## src/hdl/md5_pkg.sv

```systemverilog
package md5_pkg;

  localparam int WordW  = 32;
  localparam int Steps  = 64;
  localparam int StepW  = $clog2(Steps);
  localparam int MsgW   = 4;
  localparam int ChainW = 2;
  localparam int RotW   = 5;

  typedef enum logic [1:0] {
    REQ_LOAD_CHAIN = 2'd0,
    REQ_LOAD_MSG   = 2'd1,
    REQ_COMPUTE    = 2'd2,
    REQ_UNUSED     = 2'd3
  } req_t;

  typedef enum logic [1:0] {
    ST_IDLE   = 2'd0,
    ST_INIT   = 2'd1,
    ST_ROUND  = 2'd2,
    ST_FINISH = 2'd3
  } state_t;

  typedef struct packed {
    logic             ld_chain;
    logic             ld_msg;
    logic             init;
    logic             round;
    logic             finish;
    logic [StepW-1:0] step;
  } dp_cmd_t;

  localparam logic [MsgW-1:0] WORD_ORDER [Steps] = '{
    4'd0, 4'd1, 4'd2, 4'd3, 4'd4, 4'd5, 4'd6, 4'd7,
    4'd8, 4'd9, 4'd10, 4'd11, 4'd12, 4'd13, 4'd14, 4'd15,
    4'd1, 4'd6, 4'd11, 4'd0, 4'd5, 4'd10, 4'd15, 4'd4,
    4'd9, 4'd14, 4'd3, 4'd8, 4'd13, 4'd2, 4'd7, 4'd12,
    4'd5, 4'd8, 4'd11, 4'd14, 4'd1, 4'd4, 4'd7, 4'd10,
    4'd13, 4'd0, 4'd3, 4'd6, 4'd9, 4'd12, 4'd15, 4'd2,
    4'd0, 4'd7, 4'd14, 4'd5, 4'd12, 4'd3, 4'd10, 4'd1,
    4'd8, 4'd15, 4'd6, 4'd13, 4'd4, 4'd11, 4'd2, 4'd9
  };

  localparam logic [RotW-1:0] ROT_AMOUNT [Steps] = '{
    5'd7, 5'd12, 5'd17, 5'd22, 5'd7, 5'd12, 5'd17, 5'd22,
    5'd7, 5'd12, 5'd17, 5'd22, 5'd7, 5'd12, 5'd17, 5'd22,
    5'd5, 5'd9, 5'd14, 5'd20, 5'd5, 5'd9, 5'd14, 5'd20,
    5'd5, 5'd9, 5'd14, 5'd20, 5'd5, 5'd9, 5'd14, 5'd20,
    5'd4, 5'd11, 5'd16, 5'd23, 5'd4, 5'd11, 5'd16, 5'd23,
    5'd4, 5'd11, 5'd16, 5'd23, 5'd4, 5'd11, 5'd16, 5'd23,
    5'd6, 5'd10, 5'd15, 5'd21, 5'd6, 5'd10, 5'd15, 5'd21,
    5'd6, 5'd10, 5'd15, 5'd21, 5'd6, 5'd10, 5'd15, 5'd21
  };

  localparam logic [WordW-1:0] SINE_CONST [Steps] = '{
    32'hd76aa478, 32'he8c7b756, 32'h242070db, 32'hc1bdceee,
    32'hf57c0faf, 32'h4787c62a, 32'ha8304613, 32'hfd469501,
    32'h698098d8, 32'h8b44f7af, 32'hffff5bb1, 32'h895cd7be,
    32'h6b901122, 32'hfd987193, 32'ha679438e, 32'h49b40821,
    32'hf61e2562, 32'hc040b340, 32'h265e5a51, 32'he9b6c7aa,
    32'hd62f105d, 32'h02441453, 32'hd8a1e681, 32'he7d3fbc8,
    32'h21e1cde6, 32'hc33707d6, 32'hf4d50d87, 32'h455a14ed,
    32'ha9e3e905, 32'hfcefa3f8, 32'h676f02d9, 32'h8d2a4c8a,
    32'hfffa3942, 32'h8771f681, 32'h6d9d6122, 32'hfde5380c,
    32'ha4beea44, 32'h4bdecfa9, 32'hf6bb4b60, 32'hbebfbc70,
    32'h289b7ec6, 32'heaa127fa, 32'hd4ef3085, 32'h04881d05,
    32'hd9d4d039, 32'he6db99e5, 32'h1fa27cf8, 32'hc4ac5665,
    32'hf4292244, 32'h432aff97, 32'hab9423a7, 32'hfc93a039,
    32'h655b59c3, 32'h8f0ccc92, 32'hffeff47d, 32'h85845dd1,
    32'h6fa87e4f, 32'hfe2ce6e0, 32'ha3014314, 32'h4e0811a1,
    32'hf7537e82, 32'hbd3af235, 32'h2ad7d2bb, 32'heb86d391
  };

  function automatic logic [WordW-1:0] mix_fn(input logic [StepW-1:0] step,
                                              input logic [WordW-1:0] x,
                                              input logic [WordW-1:0] y,
                                              input logic [WordW-1:0] z);
    logic [WordW-1:0] r;
    case (step[StepW-1:StepW-2])
      2'd0:    r = (x & y) | (~x & z);
      2'd1:    r = (x & z) | (y & ~z);
      2'd2:    r = x ^ y ^ z;
      default: r = y ^ (x | ~z);
    endcase
    return r;
  endfunction

  function automatic logic [WordW-1:0] rotl(input logic [WordW-1:0] v,
                                            input logic [RotW-1:0] n);
    logic [2*WordW-1:0] dbl;
    dbl = {v, v} << n;
    return dbl[2*WordW-1:WordW];
  endfunction

endpackage

```

## src/hdl/md5_ctrl.sv

```systemverilog
module md5_ctrl (
  input  logic                  clk,
  input  logic                  rst,
  input  logic                  in_valid,
  input  logic [1:0]            req_type,
  output logic                  in_stall,
  output logic                  out_valid,
  input  logic                  out_stall,
  output md5_pkg::dp_cmd_t      cmd
);
  import md5_pkg::*;

  state_t           state, state_next;
  logic [StepW-1:0] step, step_next;
  logic             out_valid_next;
  logic             accept;

  always_ff @(posedge clk) begin
    if (rst) begin
      state     <= ST_IDLE;
      step      <= '0;
      out_valid <= 1'b0;
    end else begin
      state     <= state_next;
      step      <= step_next;
      out_valid <= out_valid_next;
    end
  end

  always_comb begin
    state_next     = state;
    step_next      = step;
    out_valid_next = out_valid && out_stall;
    in_stall       = 1'b1;
    accept         = 1'b0;
    cmd            = '0;
    cmd.step       = step;
    case (state)
      ST_IDLE: begin
        in_stall     = 1'b0;
        accept       = in_valid;
        cmd.ld_chain = accept && (req_t'(req_type) == REQ_LOAD_CHAIN);
        cmd.ld_msg   = accept && (req_t'(req_type) == REQ_LOAD_MSG);
        if (accept && (req_t'(req_type) == REQ_COMPUTE)) begin
          state_next = ST_INIT;
        end
      end
      ST_INIT: begin
        cmd.init   = 1'b1;
        step_next  = '0;
        state_next = ST_ROUND;
      end
      ST_ROUND: begin
        cmd.round = 1'b1;
        step_next = step + 1'b1;
        if (step == StepW'(Steps - 1)) begin
          state_next = ST_FINISH;
        end
      end
      ST_FINISH: begin
        // hold here until the output register is free
        if (!out_valid || !out_stall) begin
          cmd.finish     = 1'b1;
          out_valid_next = 1'b1;
          state_next     = ST_IDLE;
        end
      end
      default: state_next = ST_IDLE;
    endcase
  end

endmodule

```

## src/hdl/md5_dp.sv

```systemverilog
module md5_dp (
  input  logic                      clk,
  input  md5_pkg::dp_cmd_t          cmd,
  input  logic [md5_pkg::MsgW-1:0]  word_index,
  input  logic [md5_pkg::WordW-1:0] word_value,
  output logic [md5_pkg::WordW-1:0] digest_a,
  output logic [md5_pkg::WordW-1:0] digest_b,
  output logic [md5_pkg::WordW-1:0] digest_c,
  output logic [md5_pkg::WordW-1:0] digest_d
);
  import md5_pkg::*;

  logic [WordW-1:0] chain [4];
  logic [WordW-1:0] msg [16];
  logic [WordW-1:0] a, b, c, d;
  // a + M[g] + K of the coming step, registered ahead of that step
  logic [WordW-1:0] pre, pre_next;
  logic [StepW-1:0] step_ahead;
  logic [WordW-1:0] sum, b_new;

  assign step_ahead = cmd.init ? '0 : cmd.step + 1'b1;
  assign pre_next   = (cmd.init ? chain[0] : d) + msg[WORD_ORDER[step_ahead]]
                      + SINE_CONST[step_ahead];
  assign sum        = pre + mix_fn(cmd.step, b, c, d);
  assign b_new      = b + rotl(sum, ROT_AMOUNT[cmd.step]);

  always_ff @(posedge clk) begin
    if (cmd.ld_chain) begin
      chain[word_index[ChainW-1:0]] <= word_value;
    end
    if (cmd.ld_msg) begin
      msg[word_index] <= word_value;
    end
    if (cmd.init) begin
      a   <= chain[0];
      b   <= chain[1];
      c   <= chain[2];
      d   <= chain[3];
      pre <= pre_next;
    end else if (cmd.round) begin
      a   <= d;
      b   <= b_new;
      c   <= b;
      d   <= c;
      pre <= pre_next;
    end
    if (cmd.finish) begin
      digest_a <= a + chain[0];
      digest_b <= b + chain[1];
      digest_c <= c + chain[2];
      digest_d <= d + chain[3];
    end
  end

endmodule

```

## src/hdl/md5_block_compression.sv

```systemverilog
// Load beats (chaining or message word) can be taken back to back.
// A compute beat runs a setup state, 64 rounds on one shared round unit, then
// the final add into the output register, which waits while a held result is stalled.
// in_stall is high from the compute beat until the digest is registered.
// rst is synchronous: clears control and out_valid; stored words are not cleared.
module md5_block_compression (
  input  logic                      clk,
  input  logic                      rst,
  input  logic                      in_valid,
  output logic                      in_stall,
  input  logic [1:0]                req_type,
  input  logic [md5_pkg::MsgW-1:0]  word_index,
  input  logic [md5_pkg::WordW-1:0] word_value,
  output logic                      out_valid,
  input  logic                      out_stall,
  output logic [md5_pkg::WordW-1:0] digest_a,
  output logic [md5_pkg::WordW-1:0] digest_b,
  output logic [md5_pkg::WordW-1:0] digest_c,
  output logic [md5_pkg::WordW-1:0] digest_d
);
  import md5_pkg::*;

  dp_cmd_t cmd;

  md5_ctrl u_ctrl (
    .clk       (clk),
    .rst       (rst),
    .in_valid  (in_valid),
    .req_type  (req_type),
    .in_stall  (in_stall),
    .out_valid (out_valid),
    .out_stall (out_stall),
    .cmd       (cmd)
  );

  md5_dp u_dp (
    .clk        (clk),
    .cmd        (cmd),
    .word_index (word_index),
    .word_value (word_value),
    .digest_a   (digest_a),
    .digest_b   (digest_b),
    .digest_c   (digest_c),
    .digest_d   (digest_d)
  );

endmodule

```

## config.mk

```make
export PLATFORM = sky130hd
export DESIGN_NAME = md5_block_compression
export DESIGN_NICKNAME = d
export VERILOG_FILES = /design/src/hdl/md5_pkg.sv /design/src/hdl/md5_ctrl.sv /design/src/hdl/md5_dp.sv /design/src/hdl/md5_block_compression.sv
export SDC_FILE = /design/constraint.sdc
export NUM_CORES = 2
export LEC_CHECK = 0
export ABC_CLOCK_PERIOD_IN_PS = 14200
export CAP_MARGIN = 20
export CORE_MARGIN = 2
export CORE_UTILIZATION = 38
export CTS_CLUSTER_SIZE = 25
export DETAILED_ROUTE_END_ITERATION = 7
export DONT_BUFFER_PORTS = 1
export SYNTH_ARGS = -nofsm -noshare
export SYNTH_HDL_FRONTEND = slang
export SYNTH_SLANG_ARGS = --single-unit
```

## constraint.sdc

```tcl
create_clock -name clk -period 14.2 [get_ports clk]
set_input_delay 0.71 -clock clk [delete_from_list [all_inputs] [get_ports clk]]
set_output_delay 0.71 -clock clk [all_outputs]
set_load 0.005 [all_outputs]
```

---- Word level (Yosys, flattened, before mapping) ----
Memories as Yosys holds them, arrays and structs flattened.
Cells that the tools add are included.
operators by class
  add/sub/neg operators ................... 9
  order comparisons ....................... 2
  equal/unequal tests ..................... 11
  shifts and indexed selects .............. 1
  multiplexer cells ....................... 36
  bitwise logic cells ..................... 14
  reduce and logical (&&, ||, !) cells .... 13
operator list
  kind                 count
  $mux 32              13
  $add 32x32->32       8
  $and 32x32->32       4
  $or 32x32->32        3
  $pmux 32 s3          1
  $xor 32x32->32       3
  $not 32->32          2
  $shl 64x5->64        1
  $ge 7x7->1 const B   2
  $not 6->7            2
  $pmux 6 s2           1
  $mux 1               11
  $mux 5               2
  $eq 2x2->1 const B   4
  $mux 2               4
  $mux 4               2
  $pmux 2 s4           1
  $add 6x1->6 const B  1
  $eq 2x1->1 const B   3
  $eq 6x6->1 const B   1
  $logic_not 2->1      3
  $mux 6               1
  $ne 2x1->1 const B   3
  $logic_and 1x1->1    4
  other kinds (4)      6
storage, ports and cells
  flip-flop bits (word level) ............. 297
  bits in writable memories ............... 640
  bits in read-only memories .............. 2624
  input port bits ......................... 42
  word-level logic and storage cells ...... 103
  memories kept ........................... 5
memories
  name             words  bits a word  rd ports  clocked after Yosys merged registers in  write ports  line          text
  (no name shown)  64     32           1         0                                        0            md5_dp.sv:23  + SINE_CONST[step_ahead];
  u_dp.msg         16     32           1         0                                        1            md5_dp.sv:14  logic [WordW-1:0] msg [16];
  (no name shown)  64     5            1         0                                        0            md5_dp.sv:25  assign b_new = b + rotl(sum, ROT_AMOUNT[cmd.step]);
  (no name shown)  64     4            1         0                                        0            md5_dp.sv:22  assign pre_next = (cmd.init ? chain[0] : d) + msg[WORD_ORDER[step_ahead]]
  u_dp.chain       4      32           4         0                                        1            md5_dp.sv:13  logic [WordW-1:0] chain [4];

---- Logic depth before layout (Yosys ltp) ----
An unclocked memory read counts as a cell.
  depth in word-level cells ............... 12
  gate-level depth with buffers ........... 33
  mapped depth without buffers ............ 29

---- By module ----
Synthesis repeated with hierarchy kept, for this count alone.
unflattened totals
  cells, all modules ...................... 4853
  area, all modules ....................... 53752.8 µm²
by module, submodules not included
  module    times used  cells an instance  area each (µm²)  sequential area each (µm²)
  md5_dp    1           4799               53271.1          27866.7
  md5_ctrl  1           54                 481.7            180.2

---- Least setup slack after synthesis ----
OpenSTA, ideal clock, no wires.
  kind .................................... in2reg
  start point ............................. input port out_stall
  end point ............................... register u_dp.digest_a[0] (netlist bit) (enable)
  data arrival time ....................... 9.924 ns
  data required time ...................... 13.389 ns
  setup slack ............................. 3.465 ns
  cell stages on the path ................. 1
  path buffers ............................ 0
  cell sequence ........................... a21boi_0
between the ends
  cells in the longest elaborated chain, start to end .. 4
RTL lines
  element               line                         text
  start, declared       md5_block_compression.sv:15  input logic out_stall,
  $logic_not 1->1       md5_ctrl.sv:62               if (!out_valid || !out_stall) begin
  $logic_or 1x1->1      md5_ctrl.sv:62
  $mux 1                md5_ctrl.sv:62
  $mux 1                md5_ctrl.sv:38               case (state)
  end signal, assigned  md5_dp.sv:48                 digest_a <= a + chain[0];
  end, declared         md5_dp.sv:6                  output logic [md5_pkg::WordW-1:0] digest_a,
Every way passes these cells.
A chain may end at the register's enable or synchronous reset.

---- Worst setup path in the final report ----
  start point ............................. register u_ctrl.step[0]
  end point ............................... register u_dp.pre[31] (data pin)
between the ends
  cells in the longest elaborated chain, start to end .. 11
  elaborated cells on any way between the ends .. 14
  classes of those cells .................. add/sub (3); mux (7); bitwise (1); memory (3)
RTL lines
  element                                     line                        text
  start, declared                             md5_ctrl.sv:14              logic [StepW-1:0] step, step_next;
  start signal, assigned                      md5_ctrl.sv:25              step <= step_next;
  $add 6x1->6 (*)                             md5_dp.sv:21                assign step_ahead = cmd.init ? '0 : cmd.step + 1'b1;
  $mux 6 (*)                                  md5_dp.sv:21
  $not 6->7 (not written as such) (*)         md5_dp.sv:22, md5_dp.sv:23
  $mem_v2 64x4                                n/a
  $mux 4 (not written as such) (2 in series)  md5_dp.sv:22
  $mem_v2 16x32                               n/a
  $add 32x32->32                              md5_dp.sv:22
  $add 32x32->32 (*)                          md5_dp.sv:23
  via u_dp.pre_next[31]                       md5_dp.sv:17                logic [WordW-1:0] pre, pre_next;
  $mux 32                                     md5_dp.sv:40                end else if (cmd.round) begin
  $mux 32 (*)                                 md5_dp.sv:34                if (cmd.init) begin
  end signal, assigned                        md5_dp.sv:39                pre <= pre_next;
  end signal, assigned                        md5_dp.sv:45                pre <= pre_next;
  end, declared                               md5_dp.sv:17
Mark *: on every way through the listed nets, which the timed path passes. The rest lies on a longest branch. The select of a mux whose other input is x is not followed.

==> flow_results.xml <==
<?xml version="1.0" encoding="UTF-8"?>
<metrics>
  <group name="grt">
    <metric name="grt_antenna_before_repair" unit="">14</metric>
    <metric name="gr-total-overflow" unit="">0</metric>
    <metric name="grt_start_max_net_pins" unit="">130</metric>
    <metric name="grt_first_pass_wirelength" unit="um">248500</metric>
    <metric name="grt_pass1_vias" unit="">36751</metric>
    <metric name="grt_usage" unit="%">23.53</metric>
  </group>
  <group name="sta">
    <metric name="report.final.slew_viol_count" unit="">0</metric>
    <metric name="worst_pin_slew" unit="ns">1.039</metric>
    <metric name="finalSetupViolCount" unit="">0</metric>
    <metric name="postLayoutSetupSlackWorst" unit="ns">3.949</metric>
    <metric name="tns" unit="ns">0</metric>
    <metric name="final.min_clock_period" unit="ns">10.25</metric>
    <metric name="clock.fmax" unit="GHz">0.09755</metric>
    <metric name="skew" unit="ns">0.06233</metric>
    <metric name="rsz0062_at_grt" unit="">no</metric>
    <metric name="max-slew-margin-rel" unit="%">29.83</metric>
    <metric name="fin_worst_hold_slack" unit="ns">0.05233</metric>
    <metric name="finalCritPeriodShare" unit="%">72.19</metric>
    <metric name="timing_hold_violations_final" unit="">0</metric>
  </group>
  <group name="synth">
    <metric name="synthesis.yosys.warnings" unit="">0</metric>
    <metric name="synth-seq-cells" unit="">937</metric>
    <metric name="post_synth_inst_count" unit="">4447</metric>
    <metric name="syn_area" unit="um2">53380</metric>
    <metric name="ys.flop_type" unit="">sky130_fd_sc_hd__edfxtp_1</metric>
    <metric name="synth_enable_flop_cells" unit="">928</metric>
    <metric name="async_flop_share" unit="%">0</metric>
    <metric name="synthDominantCellAreaShare" unit="%">52.20</metric>
    <metric name="synth.area.top_cells" unit="">sky130_fd_sc_hd__edfxtp_1 (52%), sky130_fd_sc_hd__ha_1 (6.2%), sky130_fd_sc_hd__mux4_2 (5.4%), sky130_fd_sc_hd__o21ai_0 (3.0%), sky130_fd_sc_hd__a21oi_1 (2.8%)</metric>
    <metric name="ys_types" unit="">99</metric>
    <metric name="syn_area_per_cell" unit="um2">12.00</metric>
    <metric name="yosysSeqAreaShare" unit="%">52.54</metric>
    <metric name="synth_fp_nets" unit="">4792</metric>
    <metric name="synth_top_cell_by_area" unit="">sky130_fd_sc_hd__edfxtp_1</metric>
  </group>
  <group name="clock_tree">
    <metric name="cts.htree.levels" unit="">3</metric>
    <metric name="ctsRootBufferMaster" unit="">sky130_fd_sc_hd__clkbuf_16</metric>
    <metric name="clkTransAtPathRegs" unit="ns">0.06</metric>
    <metric name="clkLatencyLatePin" unit="ns">0.77</metric>
    <metric name="tritoncts" unit="">yes</metric>
    <metric name="clock-sinks" unit="">937</metric>
    <metric name="max-clock-path-buffers" unit="">3</metric>
    <metric name="cts-buffers-inserted" unit="">102</metric>
  </group>
  <group name="floorplanning">
    <metric name="core.rowCount" unit="">137</metric>
    <metric name="die_area" unit="um2">143500</metric>
    <metric name="die_h" unit="um">378.8</metric>
    <metric name="io-pin-count" unit="">172</metric>
    <metric name="dieWidth" unit="um">378.8</metric>
    <metric name="initial_utilization" unit="%">38.26</metric>
    <metric name="placeableCoreArea" unit="um2">139500</metric>
  </group>
  <group name="placement">
    <metric name="dp_slack" unit="ns">4.253</metric>
    <metric name="gp_congestion" unit="">0.9727</metric>
    <metric name="placed_cells_incl_taps" unit="">6188</metric>
    <metric name="number_of_i_o_port_buffers" unit="">0</metric>
    <metric name="placedInstanceArea" unit="um2">55730</metric>
    <metric name="hpwlAfterDp" unit="um">120400</metric>
  </group>
  <group name="power_and_ir_drop">
    <metric name="peak_supply_drop" unit="uV">169.1</metric>
    <metric name="power.static_leakage" unit="nW">20.25</metric>
    <metric name="total_power" unit="mW">16.28</metric>
    <metric name="p_per_area" unit="nW/um2">275.3</metric>
  </group>
  <group name="worst_setup_path">
    <metric name="worst_setup_path_end_kind" unit="">flop</metric>
    <metric name="worst-path-max-fanout" unit="">50</metric>
    <metric name="critical_path_required" unit="ns">14.66</metric>
    <metric name="worst_r2r_endpoint" unit="">u_dp.pre[31]$_DFFE_PP_</metric>
    <metric name="worst_setup_path_start_kind" unit="">flop</metric>
    <metric name="delay_of_the_slowest_cell_on_the_worst_path" unit="ns">0.90</metric>
    <metric name="setup.worst_path.class" unit="">reg -&gt; reg</metric>
    <metric name="critical_path.slowest_cell" unit="">sky130_fd_sc_hd__dfxtp_1</metric>
    <metric name="reg2reg_slack" unit="ns">3.95</metric>
    <metric name="worstPathArrival" unit="ns">10.71</metric>
    <metric name="worstRegToRegCells" unit="">29</metric>
    <metric name="r2r_start" unit="">u_ctrl.step[0]$_SDFFE_PP0P_</metric>
  </group>
  <group name="worst_hold_path">
    <metric name="min_path_type" unit="">in -&gt; reg</metric>
    <metric name="hold_path.startpoint" unit="">word_value[12]</metric>
    <metric name="min_path_cells" unit="">0</metric>
    <metric name="timing.hold.worst_endpoint" unit="">u_dp.msg[6][12]$_DFFE_PP_</metric>
  </group>
  <group name="drt">
    <metric name="dr_total_vias" unit="">38115</metric>
    <metric name="wl_per_cell" unit="um">26.86</metric>
    <metric name="vias_per_cell" unit="">5.964</metric>
    <metric name="dr_pass1_iterations" unit="">6</metric>
    <metric name="detail_route.wirelength" unit="um">171700</metric>
    <metric name="drc_marker_count_from_the_first_detailed_route_iteration" unit="">4081</metric>
    <metric name="post-route-drc-count" unit="">0</metric>
    <metric name="postRouteAntennaNets" unit="">0</metric>
  </group>
  <group name="final_layout">
    <metric name="regArea" unit="um2">28050</metric>
    <metric name="stdcell_count" unit="">6391</metric>
    <metric name="cell_area_after_layout" unit="um2">59130</metric>
    <metric name="multi_input_area" unit="um2">24310</metric>
    <metric name="syn2layout_area_growth" unit="%">10.77</metric>
    <metric name="design.final.nets" unit="">4770</metric>
    <metric name="layout.core_utilization" unit="%">42.38</metric>
    <metric name="fill_cells" unit="">12944</metric>
    <metric name="post_route_cells_drive_above_1_share" unit="%">12.55</metric>
  </group>
  <group name="status">
    <metric name="run_status" unit="">completed</metric>
  </group>
  <group name="run">
    <metric name="max-cap-violations" unit="">0</metric>
  </group>
</metrics>
critical path: cells and delay by family (launching register included):
kind / cells / cell delay, ns
xor+xnor: 1 / 0.16
fa+ha+maj: 6 / 2.82
simple gates: 5 / 1.16
compound gates: 12 / 3.51
buf+inv: 5 / 1.33
flops: 1 / 0.90
area by class of cell:
type / count / share of cell area, %
Timing Repair Buffer: 87 / 1.164
Multi-Input combinational cell: 3183 / 41.11
Inverter: 114 / 0.7237
Sequential cell: 937 / 47.44
Antenna cell: 4 / 0.01693
Clock buffer: 124 / 4.473
Tap cell: 1876 / 3.970
Clock inverter: 66 / 1.107
power by group:
group | internal (mW) | switching (mW) | total, mW
clock | 1.48 | 1.16 | 2.65
sequential | 3.77 | 0.369 | 4.14
combinational | 3.69 | 5.80 | 9.49
total | 8.95 | 7.33 | 16.3
cells in the final DEF, fill, tap and decap left out, drive strengths merged, types with 124 or more instances in the layout:
master,n
a211oi,128
a21oi,295
o21ai,332
mux4,127
edfxtp,928
nand2,356
xnor2,152
nor2,254
clkbuf,124
ha,265
sequential cells by signal (all words and copies together) (netlist names):
name / flops
u_dp.msg: 512
u_dp.b: 32
u_dp.d: 32
u_dp.pre: 32
u_dp.a: 32
u_ctrl.out_valid: 1
u_dp.digest_b: 32
u_ctrl.state: 2
u_ctrl.step: 6
u_dp.digest_c: 32
u_dp.chain: 128
u_dp.c: 32
u_dp.digest_a: 32
u_dp.digest_d: 32
worst max path at each step:
| stage | slack, ns | startpoint | end | cells past startpoint |
|---|---|---|---|---|
| global placement | 4.48 | u_ctrl.step[0]$_SDFFE_PP0P_ | u_dp.pre[31]$_DFFE_PP_ | 29 |
| finish | 3.95 | u_ctrl.step[0]$_SDFFE_PP0P_ | u_dp.pre[31]$_DFFE_PP_ | 29 |
| global route | 3.36 | u_ctrl.step[0]$_SDFFE_PP0P_ | u_dp.pre[31]$_DFFE_PP_ | 29 |
| CTS | 4.18 | u_ctrl.step[0]$_SDFFE_PP0P_ | u_dp.pre[31]$_DFFE_PP_ | 29 |
| detailed placement | 4.25 | u_ctrl.step[0]$_SDFFE_PP0P_ | u_dp.pre[31]$_DFFE_PP_ | 29 |
| floorplan | 3.46 | out_stall | u_dp.digest_a[0]$_DFFE_PP_ | 1 |
cell families (layout without fill, tap and decap cells):
kind of cell | after synthesis | count (layout) | share of synthesized area (%)
adders and majority gates | 304 | 304 | 7.655
xor gates and xnor gates | 213 | 213 | 3.616
buffers and inverters | 327 | 391 | 2.433
AOI/OAI and AO/OA | 1292 | 1292 | 15.61
muxes | 286 | 286 | 8.571
and+or+nand+nor | 1088 | 1088 | 9.577
DFF | 937 | 937 | 52.54
other | 0 | 4 | 0
per-layer routing:
| layer | vias up | part of all wire, % | global-route usage (%) |
|---|---|---|---|
| li1 | 17286 | - | - |
| met1 | 19060 | 43 | 32.50 |
| met2 | 1495 | 45 | 37.27 |
| met3 | 274 | 7.8 | 4.368 |
| met4 | 0 | 3.3 | 7.787 |
| met5 | - | 0 | 0 |
synth_stat cells (all sizes together), types with 84 or more instances:
| library cell | n |
|---|---|
| a211oi | 128 |
| a21oi | 295 |
| a31oi | 99 |
| clkbuf | 154 |
| edfxtp | 928 |
| ha | 265 |
| inv | 113 |
| mux2 | 99 |
| mux4 | 127 |
| nand2 | 356 |
| nand3 | 84 |
| nor2 | 254 |
| nor3 | 115 |
| o21ai | 332 |
| xnor2 | 152 |
what timing repair did:
action	CTS	global route
hold buffers	9	0
gates resized for setup	0	0
setup buffers	0	0
endpoints found under the hold margin	27	0
(Power assumes the default switching activity.)
